===== src/hw/rtl/sgtd_pkg.sv =====
package sgtd_pkg;

   localparam int MAX_SPAN_DEF = 1024;
   localparam int MAX_RESULTS  = 44;

   localparam int IDX_W      = 11;
   localparam int POS_W      = 17;
   localparam int LOW_W      = 16;
   localparam int CMD_W      = 2;
   localparam int STATUS_W   = 2;
   localparam int CNT_W      = 11;
   localparam int CSR_IDX_W  = 2;
   localparam int CSR_DATA_W = 17;

   localparam logic [CMD_W-1:0] CMD_VISIT     = 2'd0;
   localparam logic [CMD_W-1:0] CMD_FIND_LEAF = 2'd1;
   localparam logic [CMD_W-1:0] CMD_FIND_NODE = 2'd2;

   localparam logic [STATUS_W-1:0] ST_OK     = 2'd0;
   localparam logic [STATUS_W-1:0] ST_EMPTY  = 2'd1;
   localparam logic [STATUS_W-1:0] ST_BADCFG = 2'd2;

   localparam logic [CSR_IDX_W-1:0] REG_RANGE_LOW  = 2'd0;
   localparam logic [CSR_IDX_W-1:0] REG_RANGE_HIGH = 2'd1;

   typedef enum logic [1:0] {
      S_IDLE,
      S_VISIT,
      S_FIND,
      S_CLOSE
   } sgtd_state_type;

   typedef enum logic [1:0] {
      PH_ENTER,
      PH_LEFT,
      PH_RIGHT
   } sgtd_phase_type;

   typedef struct packed {
      logic [IDX_W-1:0]    index;
      logic [POS_W-1:0]    low;
      logic [POS_W-1:0]    high;
      logic                full;
      logic                found;
      logic [STATUS_W-1:0] status;
      logic [CNT_W-1:0]    count;
   } sgtd_rec_type;

   typedef struct packed {
      logic         push;
      logic         close;
      sgtd_rec_type rec;
   } sgtd_rsp_cmd_type;

   typedef struct packed {
      logic [POS_W-1:0] low;
      logic [POS_W-1:0] high;
      logic [CNT_W-1:0] count;
      logic             bad;
   } sgtd_cfg_type;

endpackage


===== src/hw/rtl/sgtd_csr.sv =====
module sgtd_csr #(
   parameter int MAX_SPAN = sgtd_pkg::MAX_SPAN_DEF
) (
   input  logic                                clock,
   input  logic                                reset,
   input  logic                                csr_valid,
   output logic                                csr_ready,
   input  logic [sgtd_pkg::CSR_IDX_W-1:0]      csr_index,
   input  logic [sgtd_pkg::CSR_DATA_W-1:0]     csr_wdata,
   output sgtd_pkg::sgtd_cfg_type              cfg
);

   localparam int POS_W = sgtd_pkg::POS_W;
   localparam int LOW_W = sgtd_pkg::LOW_W;
   localparam int CNT_W = sgtd_pkg::CNT_W;

   logic [LOW_W-1:0] range_low_ff, range_low_in;
   logic [POS_W-1:0] range_high_ff, range_high_in;
   logic [POS_W-1:0] span;

   assign csr_ready = 1'b1;

   always_comb begin
      range_low_in  = range_low_ff;
      range_high_in = range_high_ff;
      if (csr_valid) begin
         case (csr_index)
            sgtd_pkg::REG_RANGE_LOW:  range_low_in  = csr_wdata[LOW_W-1:0];
            sgtd_pkg::REG_RANGE_HIGH: range_high_in = csr_wdata[POS_W-1:0];
            default: ;
         endcase
      end
   end

   always_ff @(posedge clock) begin
      if (reset) begin
         range_low_ff  <= '0;
         range_high_ff <= POS_W'(1024);
      end else begin
         range_low_ff  <= range_low_in;
         range_high_ff <= range_high_in;
      end
   end

   assign span      = range_high_ff - {1'b0, range_low_ff};
   assign cfg.low   = {1'b0, range_low_ff};
   assign cfg.high  = range_high_ff;
   assign cfg.bad   = ({1'b0, range_low_ff} >= range_high_ff) || (span > POS_W'(MAX_SPAN));
   assign cfg.count = {span[CNT_W-2:0], 1'b0} - CNT_W'(1);

endmodule


===== src/hw/rtl/sgtd_rsp.sv =====
module sgtd_rsp (
   input  logic                      clock,
   input  logic                      reset,
   input  sgtd_pkg::sgtd_rsp_cmd_type cmd,
   output logic                      rsp_valid,
   output logic                      rsp_last,
   output sgtd_pkg::sgtd_rec_type    rsp_rec
);

   logic                   pend_valid_ff, pend_valid_in;
   sgtd_pkg::sgtd_rec_type pend_ff, pend_in;
   logic                   valid_ff, valid_in;
   logic                   last_ff, last_in;
   sgtd_pkg::sgtd_rec_type rec_ff, rec_in;

   always_comb begin
      pend_valid_in = pend_valid_ff;
      pend_in       = pend_ff;
      valid_in      = 1'b0;
      last_in       = 1'b0;
      rec_in        = rec_ff;
      if (cmd.push) begin
         valid_in      = pend_valid_ff;
         rec_in        = pend_ff;
         pend_in       = cmd.rec;
         pend_valid_in = 1'b1;
      end else if (cmd.close) begin
         valid_in      = 1'b1;
         last_in       = 1'b1;
         rec_in        = pend_valid_ff ? pend_ff : cmd.rec;
         pend_valid_in = 1'b0;
      end
   end

   always_ff @(posedge clock) begin
      if (reset) begin
         pend_valid_ff <= 1'b0;
         valid_ff      <= 1'b0;
      end else begin
         pend_valid_ff <= pend_valid_in;
         valid_ff      <= valid_in;
      end
   end

   always_ff @(posedge clock) begin
      pend_ff <= pend_in;
      last_ff <= last_in;
      rec_ff  <= rec_in;
   end

   assign rsp_valid = valid_ff;
   assign rsp_last  = last_ff;
   assign rsp_rec   = rec_ff;

endmodule


===== src/hw/rtl/sgtd_seq.sv =====
module sgtd_seq #(
   parameter int MAX_SPAN = sgtd_pkg::MAX_SPAN_DEF
) (
   input  logic                             clock,
   input  logic                             reset,
   input  logic                             start,
   output logic                             busy,
   input  logic [sgtd_pkg::CMD_W-1:0]       req_command,
   input  logic [sgtd_pkg::POS_W-1:0]       req_query_low,
   input  logic [sgtd_pkg::POS_W-1:0]       req_query_high,
   input  sgtd_pkg::sgtd_cfg_type           cfg,
   output sgtd_pkg::sgtd_rsp_cmd_type       rsp_cmd
);

   localparam int POS_W = sgtd_pkg::POS_W;
   localparam int IDX_W = sgtd_pkg::IDX_W;
   localparam int CMD_W = sgtd_pkg::CMD_W;
   localparam int DEPTH = $clog2(MAX_SPAN) + 1;
   localparam int D_W   = (DEPTH > 1) ? $clog2(DEPTH) : 1;
   localparam int N_W   = $clog2(sgtd_pkg::MAX_RESULTS + 1);

   sgtd_pkg::sgtd_state_type state_ff, state_in;
   logic [CMD_W-1:0]         cmd_ff, cmd_in;
   logic [POS_W-1:0]         qb_ff, qb_in;
   logic [POS_W-1:0]         qe_ff, qe_in;
   logic [D_W-1:0]           d_ff, d_in;
   logic [IDX_W-1:0]         idx_ff, idx_in;
   logic [N_W-1:0]           n_ff, n_in;
   logic [POS_W-1:0]         lo_stk_ff [DEPTH];
   logic [POS_W-1:0]         lo_stk_in [DEPTH];
   logic [POS_W-1:0]         hi_stk_ff [DEPTH];
   logic [POS_W-1:0]         hi_stk_in [DEPTH];
   sgtd_pkg::sgtd_phase_type ph_stk_ff [DEPTH];
   sgtd_pkg::sgtd_phase_type ph_stk_in [DEPTH];
   sgtd_pkg::sgtd_rec_type   close_rec_ff, close_rec_in;

   logic [POS_W-1:0] cur_lo, cur_hi, mid, span_m;
   logic [POS_W:0]   sum;
   logic [D_W-1:0]   d_nxt;
   logic             is_leaf, covered;
   logic             do_pop, do_emit, full_v;

   assign cur_lo  = lo_stk_ff[d_ff];
   assign cur_hi  = hi_stk_ff[d_ff];
   assign sum     = {1'b0, cur_lo} + {1'b0, cur_hi};
   assign mid     = sum[POS_W:1];
   assign span_m  = cur_hi - cur_lo;
   assign is_leaf = span_m <= POS_W'(1);
   assign covered = (qb_ff <= cur_lo) && (cur_hi <= qe_ff);
   assign d_nxt   = d_ff + D_W'(1);
   assign busy    = state_ff != sgtd_pkg::S_IDLE;

   always_comb begin
      state_in     = state_ff;
      cmd_in       = cmd_ff;
      qb_in        = qb_ff;
      qe_in        = qe_ff;
      d_in         = d_ff;
      idx_in       = idx_ff;
      n_in         = n_ff;
      lo_stk_in    = lo_stk_ff;
      hi_stk_in    = hi_stk_ff;
      ph_stk_in    = ph_stk_ff;
      close_rec_in = close_rec_ff;
      rsp_cmd      = '0;
      do_pop       = 1'b0;
      do_emit      = 1'b0;
      full_v       = 1'b0;
      case (state_ff)
         sgtd_pkg::S_IDLE: begin
            if (start) begin
               cmd_in       = req_command;
               qb_in        = req_query_low;
               qe_in        = req_query_high;
               d_in         = '0;
               idx_in       = IDX_W'(1);
               n_in         = '0;
               lo_stk_in[0] = cfg.low;
               hi_stk_in[0] = cfg.high;
               ph_stk_in[0] = sgtd_pkg::PH_ENTER;
               close_rec_in = '0;
               close_rec_in.status = sgtd_pkg::ST_OK;
               close_rec_in.count  = cfg.count;
               if (cfg.bad) begin
                  close_rec_in.status = sgtd_pkg::ST_BADCFG;
                  close_rec_in.count  = '0;
                  state_in = sgtd_pkg::S_CLOSE;
               end else if (req_command == sgtd_pkg::CMD_VISIT) begin
                  if (req_query_low >= req_query_high) begin
                     close_rec_in.status = sgtd_pkg::ST_EMPTY;
                     state_in = sgtd_pkg::S_CLOSE;
                  end else begin
                     state_in = sgtd_pkg::S_VISIT;
                  end
               end else if (req_command == sgtd_pkg::CMD_FIND_LEAF ||
                            req_command == sgtd_pkg::CMD_FIND_NODE) begin
                  state_in = sgtd_pkg::S_FIND;
               end else begin
                  state_in = sgtd_pkg::S_CLOSE;
               end
            end
         end
         sgtd_pkg::S_FIND: begin
            if (cmd_ff == sgtd_pkg::CMD_FIND_NODE && qb_ff == cur_lo && qe_ff == cur_hi) begin
               close_rec_in.index = idx_ff;
               close_rec_in.low   = cur_lo;
               close_rec_in.high  = cur_hi;
               close_rec_in.found = 1'b1;
               state_in = sgtd_pkg::S_CLOSE;
            end else if (is_leaf) begin
               if (cmd_ff == sgtd_pkg::CMD_FIND_LEAF && qb_ff == cur_lo) begin
                  close_rec_in.index = idx_ff;
                  close_rec_in.low   = cur_lo;
                  close_rec_in.high  = cur_hi;
                  close_rec_in.found = 1'b1;
               end
               state_in = sgtd_pkg::S_CLOSE;
            end else if (qb_ff < mid) begin
               hi_stk_in[d_ff] = mid;
               idx_in = {idx_ff[IDX_W-2:0], 1'b0};
            end else begin
               lo_stk_in[d_ff] = mid;
               idx_in = {idx_ff[IDX_W-2:0], 1'b1};
            end
         end
         sgtd_pkg::S_VISIT: begin
            case (ph_stk_ff[d_ff])
               sgtd_pkg::PH_ENTER: begin
                  if (covered) begin
                     do_emit = 1'b1;
                     full_v  = 1'b1;
                     do_pop  = 1'b1;
                  end else if (is_leaf) begin
                     do_pop = 1'b1;
                  end else begin
                     ph_stk_in[d_ff] = sgtd_pkg::PH_LEFT;
                     if (qb_ff < mid) begin
                        lo_stk_in[d_nxt] = cur_lo;
                        hi_stk_in[d_nxt] = mid;
                        ph_stk_in[d_nxt] = sgtd_pkg::PH_ENTER;
                        idx_in = {idx_ff[IDX_W-2:0], 1'b0};
                        d_in   = d_nxt;
                     end
                  end
               end
               sgtd_pkg::PH_LEFT: begin
                  ph_stk_in[d_ff] = sgtd_pkg::PH_RIGHT;
                  if (mid < qe_ff) begin
                     lo_stk_in[d_nxt] = mid;
                     hi_stk_in[d_nxt] = cur_hi;
                     ph_stk_in[d_nxt] = sgtd_pkg::PH_ENTER;
                     idx_in = {idx_ff[IDX_W-2:0], 1'b1};
                     d_in   = d_nxt;
                  end
               end
               sgtd_pkg::PH_RIGHT: begin
                  do_emit = 1'b1;
                  do_pop  = 1'b1;
               end
               default: begin
                  do_pop = 1'b1;
               end
            endcase
            if (do_emit) begin
               rsp_cmd.push       = 1'b1;
               rsp_cmd.rec.index  = idx_ff;
               rsp_cmd.rec.low    = cur_lo;
               rsp_cmd.rec.high   = cur_hi;
               rsp_cmd.rec.full   = full_v;
               rsp_cmd.rec.found  = 1'b1;
               rsp_cmd.rec.status = sgtd_pkg::ST_OK;
               rsp_cmd.rec.count  = close_rec_ff.count;
               n_in = n_ff + N_W'(1);
            end
            if (do_emit && n_ff == N_W'(sgtd_pkg::MAX_RESULTS - 1)) begin
               state_in = sgtd_pkg::S_CLOSE;
            end else if (do_pop) begin
               if (d_ff == '0) begin
                  state_in = sgtd_pkg::S_CLOSE;
               end else begin
                  d_in   = d_ff - D_W'(1);
                  idx_in = idx_ff >> 1;
               end
            end
         end
         sgtd_pkg::S_CLOSE: begin
            rsp_cmd.close = 1'b1;
            rsp_cmd.rec   = close_rec_ff;
            state_in      = sgtd_pkg::S_IDLE;
         end
         default: begin
            state_in = sgtd_pkg::S_IDLE;
         end
      endcase
   end

   always_ff @(posedge clock) begin
      if (reset) begin
         state_ff <= sgtd_pkg::S_IDLE;
      end else begin
         state_ff <= state_in;
      end
   end

   always_ff @(posedge clock) begin
      cmd_ff       <= cmd_in;
      qb_ff        <= qb_in;
      qe_ff        <= qe_in;
      d_ff         <= d_in;
      idx_ff       <= idx_in;
      n_ff         <= n_in;
      lo_stk_ff    <= lo_stk_in;
      hi_stk_ff    <= hi_stk_in;
      ph_stk_ff    <= ph_stk_in;
      close_rec_ff <= close_rec_in;
   end

endmodule


===== src/hw/rtl/segment_tree_range_decomposer.sv =====
// Segment tree range decomposer over the configured range [range_low, range_high).
// A command is taken when start is high and busy is low; busy then stays high until
// its last word has been issued. Words appear on the rsp_ ports for one cycle each,
// marked by rsp_valid, and must be taken then: the receiver cannot stall the block.
// One shared midpoint adder and a set of comparators advance the tree walk by one step a cycle.
// find_leaf and find_node descend one tree level per step, through up to log2(span)+1
// levels. A visit takes each partially covered inner node through its enter, left and
// right phases and each covered node or uncovered leaf through the enter phase only.
// Errors and unused commands issue only a final word. Up to 44 nodes are reported
// per visit; the final word of every command carries rsp_last.
module segment_tree_range_decomposer #(
   parameter int MAX_SPAN = sgtd_pkg::MAX_SPAN_DEF
) (
   input  logic                              clock,
   input  logic                              reset,
   input  logic                              start,
   output logic                              busy,
   input  logic [sgtd_pkg::CMD_W-1:0]        req_command,
   input  logic [sgtd_pkg::POS_W-1:0]        req_query_low,
   input  logic [sgtd_pkg::POS_W-1:0]        req_query_high,
   output logic                              rsp_valid,
   output logic [sgtd_pkg::IDX_W-1:0]        rsp_node_index,
   output logic [sgtd_pkg::POS_W-1:0]        rsp_node_low,
   output logic [sgtd_pkg::POS_W-1:0]        rsp_node_high,
   output logic                              rsp_fully_inside,
   output logic                              rsp_found,
   output logic [sgtd_pkg::STATUS_W-1:0]     rsp_status,
   output logic [sgtd_pkg::CNT_W-1:0]        rsp_node_count,
   output logic                              rsp_last,
   input  logic                              csr_valid,
   output logic                              csr_ready,
   input  logic [sgtd_pkg::CSR_IDX_W-1:0]    csr_index,
   input  logic [sgtd_pkg::CSR_DATA_W-1:0]   csr_wdata
);

   sgtd_pkg::sgtd_cfg_type     cfg;
   sgtd_pkg::sgtd_rsp_cmd_type rsp_cmd;
   sgtd_pkg::sgtd_rec_type     rsp_rec;

   sgtd_csr #(
      .MAX_SPAN (MAX_SPAN)
   ) u_csr (
      .clock     (clock),
      .reset     (reset),
      .csr_valid (csr_valid),
      .csr_ready (csr_ready),
      .csr_index (csr_index),
      .csr_wdata (csr_wdata),
      .cfg       (cfg)
   );

   sgtd_seq #(
      .MAX_SPAN (MAX_SPAN)
   ) u_seq (
      .clock          (clock),
      .reset          (reset),
      .start          (start),
      .busy           (busy),
      .req_command    (req_command),
      .req_query_low  (req_query_low),
      .req_query_high (req_query_high),
      .cfg            (cfg),
      .rsp_cmd        (rsp_cmd)
   );

   sgtd_rsp u_rsp (
      .clock     (clock),
      .reset     (reset),
      .cmd       (rsp_cmd),
      .rsp_valid (rsp_valid),
      .rsp_last  (rsp_last),
      .rsp_rec   (rsp_rec)
   );

   assign rsp_node_index   = rsp_rec.index;
   assign rsp_node_low     = rsp_rec.low;
   assign rsp_node_high    = rsp_rec.high;
   assign rsp_fully_inside = rsp_rec.full;
   assign rsp_found        = rsp_rec.found;
   assign rsp_status       = rsp_rec.status;
   assign rsp_node_count   = rsp_rec.count;

endmodule


===== config.mk =====
export PLATFORM = sky130hd
export DESIGN_NAME = segment_tree_range_decomposer
export DESIGN_NICKNAME = d
export VERILOG_FILES = /design/src/hw/rtl/sgtd_pkg.sv /design/src/hw/rtl/sgtd_csr.sv /design/src/hw/rtl/sgtd_rsp.sv /design/src/hw/rtl/sgtd_seq.sv /design/src/hw/rtl/segment_tree_range_decomposer.sv
export SDC_FILE = /design/constraint.sdc
export NUM_CORES = 2
export LEC_CHECK = 0
export BUFFER_PORTS_ARGS = -buffer_cell sky130_fd_sc_hd__buf_4
export CAP_MARGIN = 20
export CORE_ASPECT_RATIO = 1.75
export CORE_MARGIN = 2
export CORE_UTILIZATION = 55
export DETAILED_ROUTE_END_ITERATION = 10
export PLACE_DENSITY = 0.69
export SLEW_MARGIN = 15
export SYNTH_ARGS = -nofsm -noshare
export SYNTH_HDL_FRONTEND = slang
export SYNTH_HIERARCHICAL = 1
export SYNTH_SLANG_ARGS = --single-unit

===== constraint.sdc =====
create_clock -name clock -period 22.7 [get_ports clock]
set_input_delay 5.675 -clock clock [delete_from_list [all_inputs] [get_ports clock]]
set_output_delay 5.675 -clock clock [all_outputs]
set_load 0.1 [all_outputs]

==> results_dict.tcl <==
set metrics [dict create \
    status "finished, final reports clean" \
    worstSetupEndpointType "flop" \
    cts_resized 0 \
    path_buf_inv 5 \
    netlist.area_leader.share_pct 51.56 \
    grt_pass1_wl_um 189000 \
    reg2reg_from "u_seq/d_ff[1]" \
    synth.most_common_cell "edfxtp_1" \
    setup-tns-final_ns 0 \
    critPathSlowestCell "o21ai_0" \
    cts_tree "built" \
    slowest_delay_ns 0.88 \
    ys_seq_area_share_pct 53.63 \
    relSlewSlack_pct 25.70 \
    clk_latency_ns 0.71 \
    maxCapViolCount 0 \
    netlist_instances 3180 \
    die_w_um 199.6 \
    start_kind "flop" \
    synthAdderAreaFrac_pct 5.092 \
    async_flop_share_pct 0 \
    ys.flop_type "edfxtp_1" \
    nNetsFinal 3447 \
    cts_sinks 670 \
    final.min_clock_period_ns 10.59 \
    hpwl_um 94550 \
    slew_viol_final 0 \
    port-buffer-count 121 \
    rows 125 \
    skew_ns 0.05569 \
    firstDrtPassIters 8 \
    clock-root-buffer "clkbuf_16" \
    ant_nets 0 \
    hold_violations 0 \
    ys_warn_count 6 \
    worstPathRequired_ns 23.07 \
    synth_xor_area_share_pct 1.033 \
    drive_above_1_share_pct 17.71 \
    place_congestion 1.024 \
    setup_viol 0 \
    synth_top_family_by_area "compound AO/OA/AOI/OAI gates" \
    achievable-frequency_ghz 0.09442 \
    regToRegSetupSlack_ns 12.11 \
    die_area_um2 69090 \
    synth_compound_area_share_pct 17.93 \
    cts_hold_buf 0 \
    hold_class "reg2reg" \
    wirelength_um 130700 \
    ys_seq_elements 670 \
    tightest_slew_ns 1.084 \
    synth_commonest_cells "632 x edfxtp_1, 294 x o22ai_1, 267 x nand2_1" \
    synth_top_area_cell "edfxtp_1" \
    rsz0062_at_grt "false" \
    dieHeight_um 346.2 \
    crit_fanout 52 \
    cts_max_path_buffers 3 \
    antenna_found_initial 3 \
    wl_per_cell_um 31.30 \
    min_path_cells 2 \
    cp.arrival_ns 10.96 \
    ios 123 \
    worstRegToRegCells 26 \
    ys_types 108 \
    core_region_area_um2 66310 \
    postCtsSetupRepairBufs 0 \
    critPathTopFamily "compound AO/OA/AOI/OAI gates" \
    drt_iter0_drc 2923 \
    initial_core_util_pct 55.50 \
    clkTransAtPathRegs_ns 0.07 \
    grt_pass1_vias 28370 \
    grt_max_degree 115 \
    syn_to_final_growth_pct 10.88 \
    hold_path_end "u_csr/range_low_ff[15]" \
    remaining_drc_errors 0 \
    syn_avg_cell_area_um2 11.57 \
    vias 28570 \
    hold_start "u_csr/range_low_ff[15]" \
    cts_buffers 61 \
    netlist_area_um2 36810 \
    grt_use_total_pct 37.87 \
    via_per_inst 6.841 \
    synthMuxAreaShare_pct 8.536 \
    synthSimpleGateAreaFrac_pct 9.345 \
    grt_overflow 0 \
    critPathKind "reg2reg" \
    cts-htree-levels 2 \
    r2r-end "u_seq/hi_stk_ff[121]" \
    synth_edf_count 632 \
    min_period_over_period_pct 46.65 \
    yosys-top-cells-area "edfxtp_1 52%, o22ai_1 5.0%, ha_1 4.9%" \
]
through the flow:
stage	hold WS [ns]	worst slack [ns]	std cells	utilization (%)	instance area, um2
after global routing	0.5178	11.70	4175	61.54	40810
after global placement	0.4675	12.51	4061	58.52	38800
after CTS	0.4852	12.34	4173	61.52	40790
final	0.4869	12.11	4176	61.54	40810
after floorplan	0.4493	14.07	3181	-	36810
after detailed placement	0.4736	12.38	4064	58.55	38830
worst reg2reg max path, delay by kind of cell, from the launching register on:
family,cells,cell delay [ns]
DFF,1,0.37
muxes,2,0.82
and+or+nand+nor,5,1.02
buffers and inverters,5,2.62
xor gates and xnor gates,1,0.48
AOI/OAI and AO/OA,11,3.75
adders and majority gates,2,1.22
cells by family (layout without fill, tap and decap cells):
group | Yosys count | count (layout)
and+or+nand+nor | 737 | 737
other | 2 | 4
muxes | 189 | 189
DFF | 670 | 670
AOI/OAI and AO/OA | 991 | 991
adders and majority gates | 148 | 148
xor gates and xnor gates | 41 | 41
buffers and inverters | 402 | 507
layout by cell type, fill, tap and decap left out, drive strengths merged, types with 12 or more instances in the layout:
cell type,instances
a211oi,20
a21o,29
a21oi,170
a221o,34
a221oi,34
a22o,22
a31oi,25
and2,51
buf,251
clkbuf,73
clkinv,25
dfxtp,38
edfxtp,632
ha,145
inv,149
mux2,99
mux2i,18
mux4,72
nand2,268
nand2b,22
nand3,34
nand4,14
nor2,210
nor2b,37
nor3,29
o211ai,15
o21a,12
o21ai,221
o22ai,294
o32ai,15
or2,12
xnor2,26
xor2,14
layer usage:
| layer | part of all wire (%) | GRT usage [%] |
|---|---|---|
| met3 | 9.2 | 8.132 |
| met5 | 0.0092 | 0 |
| met2 | 49 | 62.90 |
| met1 | 33 | 41.71 |
| met4 | 9.4 | 29.74 |
cell type report:
class                   instances  area [um2]
well taps                     889        1112
clock buffers                  73        1572
inverters                     147       553.0
clock inverters                36       394.1
fillers                      5421       25500
repair buffers                251        1892
flip-flops and latches        670       19740
multi-input cells            2109       15540
diodes                          1       2.502
worst max path at each step:
stage / start / end / slack, ns / cells past startpoint
after global placement: u_seq/d_ff[1] / u_seq/hi_stk_ff[119] / 12.51 / 26
after CTS: u_seq/d_ff[1] / u_seq/hi_stk_ff[121] / 12.34 / 26
final: u_seq/d_ff[1] / u_seq/hi_stk_ff[121] / 12.11 / 26
after global routing: u_seq/d_ff[2] / u_seq/hi_stk_ff[121] / 11.70 / 27
after detailed placement: u_seq/d_ff[1] / u_seq/hi_stk_ff[131] / 12.38 / 26
after floorplan: u_seq/d_ff[0] / u_rsp/rsp_rec[0] / 14.07 / 24
flip-flops by register name, indices dropped and copies added (netlist names), 17 cells and up:
register and count:
u_seq/ph_stk_ff 22, u_rsp/rsp_rec 60, u_csr/range_high_ff 17, u_seq/qe_ff 17, u_seq/lo_stk_ff 187, u_seq/hi_stk_ff 187
u_seq/close_rec_ff 59, u_rsp/pend_ff 60, u_seq/qb_ff 17
Power is not shown: default switching activity piles up to over one toggle a cycle in this logic, so the estimate is an artifact.
